File: config.mk
export PLATFORM = sky130hd
export DESIGN_NAME = slcan_frame_line_parser
export DESIGN_NICKNAME = d
export VERILOG_FILES = /design/src/rtl/core/slcan_pkg.sv /design/src/rtl/core/slcan_line_parse.sv /design/src/rtl/core/slcan_frame_line_parser.sv
export SDC_FILE = /design/constraint.sdc
export NUM_CORES = 1
export LEC_CHECK = 0
export BUFFER_PORTS_ARGS = -buffer_cell sky130_fd_sc_hd__buf_2
export CAP_MARGIN = 25
export CORE_ASPECT_RATIO = 1.5
export CORE_UTILIZATION = 60
export CTS_CLUSTER_SIZE = 28
export DETAILED_ROUTE_END_ITERATION = 12
export GPL_TIMING_DRIVEN = 0
export PLACE_DENSITY = 0.91
export SYNTH_ARGS = -nofsm -noshare
export SYNTH_HDL_FRONTEND = slang
export SYNTH_HIERARCHICAL = 1
export SYNTH_SLANG_ARGS = --single-unit
File: constraint.sdc
create_clock -name clk_i -period 8.2 [get_ports clk_i]
set_input_delay 1.64 -clock clk_i [delete_from_list [all_inputs] [get_ports clk_i]]
set_output_delay 1.64 -clock clk_i [all_outputs]
set_load 0.01 [all_outputs]
File: src/rtl/core/slcan_pkg.sv
// Shared types and constants for the serial CAN adapter line parser.
// Used by slcan_line_parse, slcan_frame_line_parser and slcan_chk.
// No dependencies.
package slcan_pkg;

  localparam int unsigned MAX_DATA_BYTES = 8;
  localparam int unsigned NumBytes       = 8;

  localparam logic [7:0] CH_CR    = 8'h0D;
  localparam logic [7:0] CH_BELL  = 8'h07;
  localparam logic [7:0] CH_ACK   = 8'h7A;
  localparam logic [7:0] CH_FRAME = 8'h74;

  typedef enum logic [2:0] {
    ST_FRAME      = 3'd0,
    ST_ACK        = 3'd1,
    ST_EMPTY      = 3'd2,
    ST_BAD_TYPE   = 3'd3,
    ST_INCOMPLETE = 3'd4,
    ST_BAD_HEX    = 3'd5,
    ST_BAD_LEN    = 3'd6,
    ST_BELL       = 3'd7
  } status_e;

  // First member sits in the highest bits: status ends up at bit 0.
  typedef struct packed {
    logic [NumBytes-1:0][7:0] data_byte;
    logic [3:0]               data_length;
    logic [11:0]              frame_id;
    status_e                  status;
  } result_t;

  localparam int unsigned ResultW = $bits(result_t);
  localparam int unsigned OutDataW = ((ResultW + 7) / 8) * 8;

endpackage

File: src/rtl/core/slcan_line_parse.sv
// Line state and end-of-line decision for the serial CAN adapter parser.
// Holds position, line kind, ID, length, payload and first error.
// Depends on slcan_pkg.
module slcan_line_parse (
  input  logic              clk_i,
  input  logic              rst_ni,
  input  logic              valid_i,
  input  logic [7:0]        char_i,
  output logic              res_valid_o,
  output slcan_pkg::result_t res_o
);
  import slcan_pkg::*;

  typedef enum logic [1:0] {
    KIND_NONE  = 2'd0,
    KIND_FRAME = 2'd1,
    KIND_ACK   = 2'd2,
    KIND_OTHER = 2'd3
  } kind_e;

  typedef enum logic [1:0] {
    ERR_NONE    = 2'd0,
    ERR_HEADER  = 2'd1,
    ERR_PAYLOAD = 2'd2
  } err_e;

  localparam logic [7:0] ChDig0 = 8'h30;
  localparam logic [7:0] ChDig9 = 8'h39;
  localparam logic [7:0] ChUpA  = 8'h41;
  localparam logic [7:0] ChUpF  = 8'h46;
  localparam logic [7:0] ChLoA  = 8'h61;
  localparam logic [7:0] ChLoF  = 8'h66;
  localparam logic [4:0] PosMax = 5'd31;
  localparam logic [4:0] PosLen = 5'd4;
  localparam logic [4:0] PosData = 5'd5;

  logic [4:0]               pos_q, pos_d;
  kind_e                    kind_q, kind_d;
  logic [11:0]              id_q, id_d;
  logic [3:0]               len_q, len_d;
  logic [NumBytes-1:0][7:0] pay_q, pay_d;
  err_e                     err_q, err_d;

  logic       is_end;
  logic       nib_ok;
  logic [3:0] nib;
  logic [4:0] off;
  logic [3:0] idx;
  logic [5:0] need_len;
  logic       len_ok;
  status_e    status;

  assign is_end = (char_i == CH_CR) || (char_i == CH_BELL);

  // hex digit, either case
  always_comb begin
    nib_ok = 1'b1;
    nib    = '0;
    if (char_i >= ChDig0 && char_i <= ChDig9) begin
      nib = 4'(char_i - ChDig0);
    end else if (char_i >= ChUpA && char_i <= ChUpF) begin
      nib = 4'(char_i - ChUpA + 8'd10);
    end else if (char_i >= ChLoA && char_i <= ChLoF) begin
      nib = 4'(char_i - ChLoA + 8'd10);
    end else begin
      nib_ok = 1'b0;
    end
  end

  assign need_len = 6'(PosData) + {1'b0, len_q, 1'b0};
  assign len_ok   = (len_q <= 4'(MAX_DATA_BYTES));
  assign off      = pos_q - PosData;
  assign idx      = off[4:1];

  always_comb begin
    if (pos_q == '0) begin
      status = ST_EMPTY;
    end else if (kind_q == KIND_ACK) begin
      status = ST_ACK;
    end else if (kind_q != KIND_FRAME) begin
      status = ST_BAD_TYPE;
    end else if (pos_q < PosData) begin
      status = ST_INCOMPLETE;
    end else if (err_q == ERR_HEADER) begin
      status = ST_BAD_HEX;
    end else if ({1'b0, pos_q} < need_len) begin
      status = ST_INCOMPLETE;
    end else if (!len_ok) begin
      status = ST_BAD_LEN;
    end else if (err_q == ERR_PAYLOAD) begin
      status = ST_BAD_HEX;
    end else begin
      status = ST_FRAME;
    end
  end

  always_comb begin
    res_o        = '0;
    res_o.status = (char_i == CH_BELL) ? ST_BELL : status;
    if (char_i != CH_BELL && status == ST_FRAME) begin
      res_o.frame_id    = id_q;
      res_o.data_length = len_q;
      for (int i = 0; i < NumBytes; i++) begin
        if (i < MAX_DATA_BYTES && 4'(i) < len_q) begin
          res_o.data_byte[i] = pay_q[i];
        end
      end
    end
  end

  assign res_valid_o = valid_i && is_end;

  always_comb begin
    pos_d  = pos_q;
    kind_d = kind_q;
    id_d   = id_q;
    len_d  = len_q;
    pay_d  = pay_q;
    err_d  = err_q;
    if (valid_i) begin
      if (is_end) begin
        pos_d  = '0;
        kind_d = KIND_NONE;
        id_d   = '0;
        len_d  = '0;
        pay_d  = '0;
        err_d  = ERR_NONE;
      end else begin
        if (pos_q == '0) begin
          kind_d = (char_i == CH_FRAME) ? KIND_FRAME :
                   (char_i == CH_ACK)   ? KIND_ACK : KIND_OTHER;
        end else if (kind_q == KIND_FRAME && pos_q < PosMax) begin
          if (pos_q < PosLen) begin
            if (!nib_ok) begin
              if (err_q == ERR_NONE) err_d = ERR_HEADER;
            end else begin
              id_d = {id_q[7:0], nib};
            end
          end else if (pos_q == PosLen) begin
            if (!nib_ok) begin
              if (err_q == ERR_NONE) err_d = ERR_HEADER;
            end else begin
              len_d = nib;
            end
          end else if (err_q == ERR_NONE && len_ok && {1'b0, pos_q} < need_len &&
                       idx < 4'(NumBytes)) begin
            if (!nib_ok) begin
              err_d = ERR_PAYLOAD;
            end else begin
              pay_d[idx[2:0]] = {pay_q[idx[2:0]][3:0], nib};
            end
          end
        end
        if (pos_q < PosMax) pos_d = pos_q + 5'd1;
      end
    end
  end

  always_ff @(posedge clk_i or negedge rst_ni) begin
    if (!rst_ni) begin
      pos_q  <= '0;
      kind_q <= KIND_NONE;
      id_q   <= '0;
      len_q  <= '0;
      pay_q  <= '0;
      err_q  <= ERR_NONE;
    end else begin
      pos_q  <= pos_d;
      kind_q <= kind_d;
      id_q   <= id_d;
      len_q  <= len_d;
      pay_q  <= pay_d;
      err_q  <= err_d;
    end
  end

endmodule

File: src/rtl/core/slcan_frame_line_parser.sv
// Top level of the serial CAN adapter line parser: input stream, line state,
// and a two-deep result buffer on the output stream.
// Depends on slcan_pkg and slcan_line_parse.

// Takes one ASCII byte per cycle on s_axis and gives one result request on
// m_axis for each CR or BELL byte: a decoded standard frame, an ack, or an
// error status. All other bytes only update the line state. A byte is
// processed in the cycle it is accepted and its result is registered, in the
// skid register if the output register holds a stalled result. The output side
// has an output register plus a skid register; s_axis_tready_o drops only
// while both hold undelivered results, so with a ready sink the block takes
// one byte every cycle indefinitely.
module slcan_frame_line_parser (
  input  logic                          clk_i,
  input  logic                          rst_ni,
  input  logic                          s_axis_tvalid_i,
  output logic                          s_axis_tready_o,
  // [7:0] char_in
  input  logic [7:0]                    s_axis_tdata_i,
  output logic                          m_axis_tvalid_o,
  input  logic                          m_axis_tready_i,
  // [2:0] status, [14:3] frame_id, [18:15] data_length,
  // [26:19] data_byte_0 ... [82:75] data_byte_7, [87:83] zero
  output logic [slcan_pkg::OutDataW-1:0] m_axis_tdata_o
);
  import slcan_pkg::*;

  logic    accept;
  logic    res_valid;
  result_t res;
  logic    pop;

  result_t out_q;
  logic    out_valid_q;
  result_t skid_q;
  logic    skid_valid_q;

  assign s_axis_tready_o = !skid_valid_q;
  assign accept          = s_axis_tvalid_i && s_axis_tready_o;

  slcan_line_parse u_parse (
    .clk_i       (clk_i),
    .rst_ni      (rst_ni),
    .valid_i     (accept),
    .char_i      (s_axis_tdata_i),
    .res_valid_o (res_valid),
    .res_o       (res)
  );

  assign pop = out_valid_q && m_axis_tready_i;

  always_ff @(posedge clk_i or negedge rst_ni) begin
    if (!rst_ni) begin
      out_valid_q  <= 1'b0;
      skid_valid_q <= 1'b0;
    end else begin
      if (!out_valid_q || pop) begin
        if (skid_valid_q) begin
          out_valid_q  <= 1'b1;
          skid_valid_q <= 1'b0;
        end else begin
          out_valid_q  <= res_valid;
        end
      end else if (res_valid) begin
        skid_valid_q <= 1'b1;
      end
    end
  end

  // payload registers, no reset
  always_ff @(posedge clk_i) begin
    if (!out_valid_q || pop) begin
      if (skid_valid_q) begin
        out_q <= skid_q;
      end else if (res_valid) begin
        out_q <= res;
      end
    end else if (res_valid) begin
      skid_q <= res;
    end
  end

  assign m_axis_tvalid_o = out_valid_q;
  assign m_axis_tdata_o  = {(OutDataW - ResultW)'(0), out_q};

endmodule

Yosys cells after proc, flatten, opt, wreduce, memory -nomap -nowiden. Index checks and enable logic that the tools add are counted.

Add/subtract/negate cells: 8. Order comparisons: 22. Equality and inequality tests: 15. Mux-type cells: 67. Bitwise gates (word level): 1. Reductions and logical operators: 37.

Operators by type and width (count): $mux 64 (7); $mux 83 (2); $mux 80 (1); $mux 8 (9); $bwmux 64 (1); $mux 12 (5); $mux 4 (10); $mux 3 (9); $bmux 8 s3 (1); $demux 8 s3 (1); $mux 2 (12); $reduce_bool 2->1 (9); $eq 8x7->1 const B (2); $ge 8x7->1 const B (2); $le 8x7->1 const B (2); $lt 3x4->1 const A (4); $logic_and 1x1->1 (12); $sub 4x1->4 const B (3); $lt 5x3->1 const B (2); $mux 5 (2); $reduce_and 5->1 (2); $add 4x4->4 const B (2); $eq 8x3->1 const B (1); $eq 8x4->1 const B (1); 30 further kinds (48).

Flip-flop bits (word level): 257. Input bits: 12. Output and inout bits: 90. Word-level logic and storage cells: 187.

Longest topological paths before layout.
Depth after elaboration: 14. Mapped depth: 13. Gate-level depth less buffers: 12.

Cells and area by module. The synthesis kept the hierarchy.

By module, submodules not included: slcan_frame_line_parser (times used 1, cells each 276, area an instance 6279.8 um^2, sequential area each 5034.8 um^2); slcan_line_parse (times used 1, cells each 536, area an instance 5355.1 um^2, sequential area each 2227.1 um^2).

Worst setup path after synthesis. OpenSTA, ideal clock, no wires.

Path kind: input port to flip-flop. From: in s_axis_tdata_i[4]. To: reg out_q, in the netlist m_axis_tdata_o[0] (enable). Library setup time: 552 ps. Arrival: 6734 ps. Required time: 7648 ps. Setup slack: 914 ps. Stages on the path: 6. Path buffers: 0. Cells stage by stage: nor2_1 > or4b_4 > a21oi_4 > and2_2 > nor2_1 > a21oi_1.

Word-level cells in the longest chain between the ends: 5. Elaborated cells on any way between the ends: 6. Those cells by class: eq/ne (2); reduce/logical (4).

Ends and longest elaborated chain: start: declaration (line slcan_frame_line_parser.sv:19) `input logic [7:0] s_axis_tdata_i,`; $eq 8x4->1 or $eq 8x3->1 (tied branches) (line slcan_line_parse.sv:53) `assign is_end = (char_i == CH_CR) || (char_i == CH_BELL);`; $logic_or 1x1->1 * (line slcan_line_parse.sv:53); $logic_and 1x1->1 * (line slcan_line_parse.sv:111) `assign res_valid_o = valid_i && is_end;`; via res_valid (line slcan_frame_line_parser.sv:29) `logic res_valid;`; $reduce_bool 2->1 (no line) *; $reduce_and 2->1 (no line) *; end signal: assignment (line slcan_frame_line_parser.sv:74) `out_q <= skid_q;`; end signal: assignment (line slcan_frame_line_parser.sv:76) `out_q <= res;`; end: declaration (line slcan_frame_line_parser.sv:33) `result_t out_q;`.

Mark *: on every way through the listed nets, which the timed path passes. The rest lies on a longest branch. A chain may end at the register's enable or synchronous reset.

==> out/metrics.yaml <==
status:
  outcome: "finished clean"
worst_setup_path:
  r2r-end: "m_axis_tdata_o[37]$_DFFE_PP_"
  criticalPathCategory: "register to register"
  start_kind: "register"
  r2r_start: "u_parse/len_q[2]$_DFFE_PN0P_"
  rrSetupSlack_ns: 4.27
  path_max_fanout: 9
  worstPathArrival_ns: 4.31
  cp.required_ns: 8.59
  crit_slowest_cell: "nor4_2"
  cpPeakStageDelay_ns: 0.88
  cp_cell_sequence: "clkbuf_1 -> inv_1 -> ha_1 -> inv_1 -> ha_1 -> a21o_1 -> a21oi_1 -> a32oi_2 -> nand4_4 -> nor4_2 -> and2_1 -> mux2_2"
  rr_worst_depth: 12
  worst_setup_path_end_kind: "register"
logic_synthesis:
  yosys_warnings: 6
  syn_avg_cell_area_um2: 14.3
  synthArstFlopShare_pct: 35.4
  synth_area_leaders: "edfxtp_1 43%, dfrtp_1 20%, mux2_2 5.4%, mux2_4 4.8%, and2_1 4.0%"
  synth-seq-area-share_pct: 62.4
  syn_area_mm2: 0.0116
  synth.top_cell.area_share_pct: 42.8
  yosysUniqueCellTypes: 70
  synth_top_flop_cell: "edfxtp_1"
  ys_seq_elements: 257
  syn_inst: 812
  synth_top_area_cell: "edfxtp_1"
  synth_edf_count: 166
hold_path:
  hold_class: "register to register"
  holdPathStages: 1
  min_to: "u_parse/pay_q[7]$_DFFE_PN0P_"
  min_from: "u_parse/pay_q[7]$_DFFE_PN0P_"
sta:
  grt_setup_unrepaired: "false"
  worst_slack_ns: 4.27
  fin_tns_setup_ns: 0
  fmax_ghz: 0.255
  hold_slack_ns: 0.486
  period_needed_ns: 3.93
  setup_violations: 0
  relSlewSlack_pct: 35.7
  hold_viol: 0
  finClkSkew_ns: 0.0210
  final_max_slew_viol_count: 0
  tightestPinTransition_ns: 0.965
  finalCritPeriodShare_pct: 47.9
grt:
  grt_max_degree: 52
  grtUsageTotal_pct: 26.4
  grt_pass1_vias: 7320
  grt_pass1_wl_um: 40000
  grt-ovfl-total: 0
  antenna_found_initial: 0
finish:
  final_nets: 969
  drive_above_1_share_pct: 29.7
  areaGrowthSynthToFinish_pct: 14.0
  insertedDiodeCount: 0
  layout.cells.non_filler: 1217
routing:
  detail-route-antenna-nets: 0
  vias_per_cell: 6.01
  via_count: 7313
  routed_wirelength_um: 25300
  drt_iter0_markers: 494
  wire_per_inst_um: 20.8
  first_pass_iters: 9
  route.detailed.drc: 0
place:
  hpwl_um: 17300
  dp.cells: 1173
  place_ws_ns: 4.01
  place_congestion: 0.955
  port_buffers: 96
clocking:
  cts_tree: "built"
  holdBufCountCts: 0
  post_cts_buffers: 0
  clockRootBuffer: "clkbuf_16"
  cts_buffers: 23
  cts_sinks: 257
  cts_resized: 0
  path_clk_slew_ns: 0.06
  h-tree-depth: 1
  clk_path_buf_depth: 3
  clkLatencyLatePin_ns: 0.51
pwr:
  leakage_uw: 0.00544
  max-vdd-ir-drop_mv: 0.142
  power_density_mw_per_mm2: 234
  total_power_uw: 3100
floorplanning:
  rows: 62
  die_width_um: 116
  start_util_pct: 61.0
  core_area_mm2: 0.0191
  die-height_um: 173
  num_io_pins: 102
  die_area_mm2: 0.0200
job:
  maxCapViolCount: 0
[metal layers]
layer,vias to the layer above,track usage [%],share of wire [%]
met2,281,44.7,52
met1,3621,33.3,39
met3,71,3.40,4.9
met5,-,0,0
li1,3340,-,-
met4,0,13.1,4.8
[state kept, by name, indices dropped and copies added, names as in the netlist]
| signal | count |
|---|---|
| m_axis_tdata_o | 83 |
| skid_q | 83 |
| u_parse/pay_q | 64 |
| u_parse/id_q | 12 |
| u_parse/pos_q | 5 |
| u_parse/len_q | 4 |
| u_parse/err_q | 2 |
| u_parse/kind_q | 2 |
| m_axis_tvalid_o | 1 |
| skid_valid_q | 1 |
[worst max path at each step]
stage | cells after the start | endpoint | start | slack (ns)
floorplan | 6 | m_axis_tdata_o[0]$_DFFE_PP_ | s_axis_tdata_i[4] | 0.91
global placement | 7 | m_axis_tdata_o[42]$_DFFE_PP_ | s_axis_tdata_i[2] | -0.94
detailed placement | 7 | skid_q[36]$_DFFE_PP_ | s_axis_tdata_i[2] | 4.01
CTS | 12 | m_axis_tdata_o[37]$_DFFE_PP_ | u_parse/len_q[2]$_DFFE_PN0P_ | 4.38
global route | 11 | m_axis_tdata_o[20]$_DFFE_PP_ | u_parse/len_q[3]$_DFFE_PN0P_ | 4.12
finish | 12 | m_axis_tdata_o[37]$_DFFE_PP_ | u_parse/len_q[2]$_DFFE_PN0P_ | 4.27
[final cells by class]
class,count,area (µm²)
Fill cell,1318,5820
Clock buffer,35,621
Inverter,16,60.1
Buffer,42,263
Tap cell,256,320
Sequential cell,257,7260
Timing Repair Buffer,103,613
Multi-Input combinational cell,501,4080
Clock inverter,7,43.8
[logic make-up after synthesis]
family | after synthesis | synth area share, %
XOR/XNOR | 2 | 0.151
multiplexers | 101 | 10.9
flip-flops | 257 | 62.4
buffers and inverters | 58 | 2.77
AO/OA/AOI/OAI | 165 | 11.3
other | 1 | 0.0322
adder cells (fa/ha/maj) | 13 | 1.40
AND/OR/NAND/NOR | 215 | 11.0
[where the power goes]
part | switching [µW] | total [µW] | leakage, µW | internal, µW
clock | 444 | 969 | 0.000310 | 525
sequential | 36.5 | 1440 | 0.00296 | 1400
combinational | 472 | 700 | 0.00217 | 228
[worst max-delay path: cells and delay by family, from the launching register on]
kind                       cells  cell delay (ns)
muxes                          1             0.17
DFF                            1             0.36
AOI/OAI and AO/OA              3             0.60
buffers and inverters          3             0.60
and+or+nand+nor                3             1.45
adders and majority gates      2             0.62
[cell usage after synthesis, types with 3 or more instances]
cell / count
a21o_1: 5
a21oi_1: 16
a22o_1: 16
a22oi_1: 3
a31oi_1: 4
a32o_1: 3
and2_1: 74
and3_1: 20
buf_1: 3
buf_2: 11
buf_4: 8
buf_6: 8
clkbuf_1: 11
dfrtp_1: 91
edfxtp_1: 166
ha_1: 13
inv_1: 15
mux2_2: 56
mux2_4: 37
mux2i_1: 8
nand2_1: 41
nand2b_1: 12
nand3_1: 14
nand4_1: 4
nor2_1: 13
nor2b_1: 11
nor4_1: 4
nor4_2: 3
o211ai_1: 5
o21a_1: 3
o21ai_0: 21
o21ai_2: 8
o221ai_1: 4
o22ai_1: 7
o2bb2ai_1: 48
[stage by stage]
stage                     util [%]  cell area (µm²)
after floorplan                  -            11600
after global placement        65.2            12500
after detailed placement      65.9            12600
after CTS                     69.4            13200
after global routing          69.5            13300
final                         69.5            13300
[cells in the final DEF (no fill, tap or decap), drive strengths merged, types with 15 or more instances in the layout]
| cell | n |
|---|---|
| o2bb2ai | 48 |
| a22o | 16 |
| a21oi | 18 |
| dfrtp | 91 |
| o21ai | 33 |
| inv | 17 |
| nand2 | 41 |
| buf | 133 |
| clkbuf | 47 |
| edfxtp | 166 |
| and2 | 75 |
| mux2 | 93 |
| and3 | 20 |
| nor2 | 15 |
No activity file was read; power rests on OpenSTA's default activity.
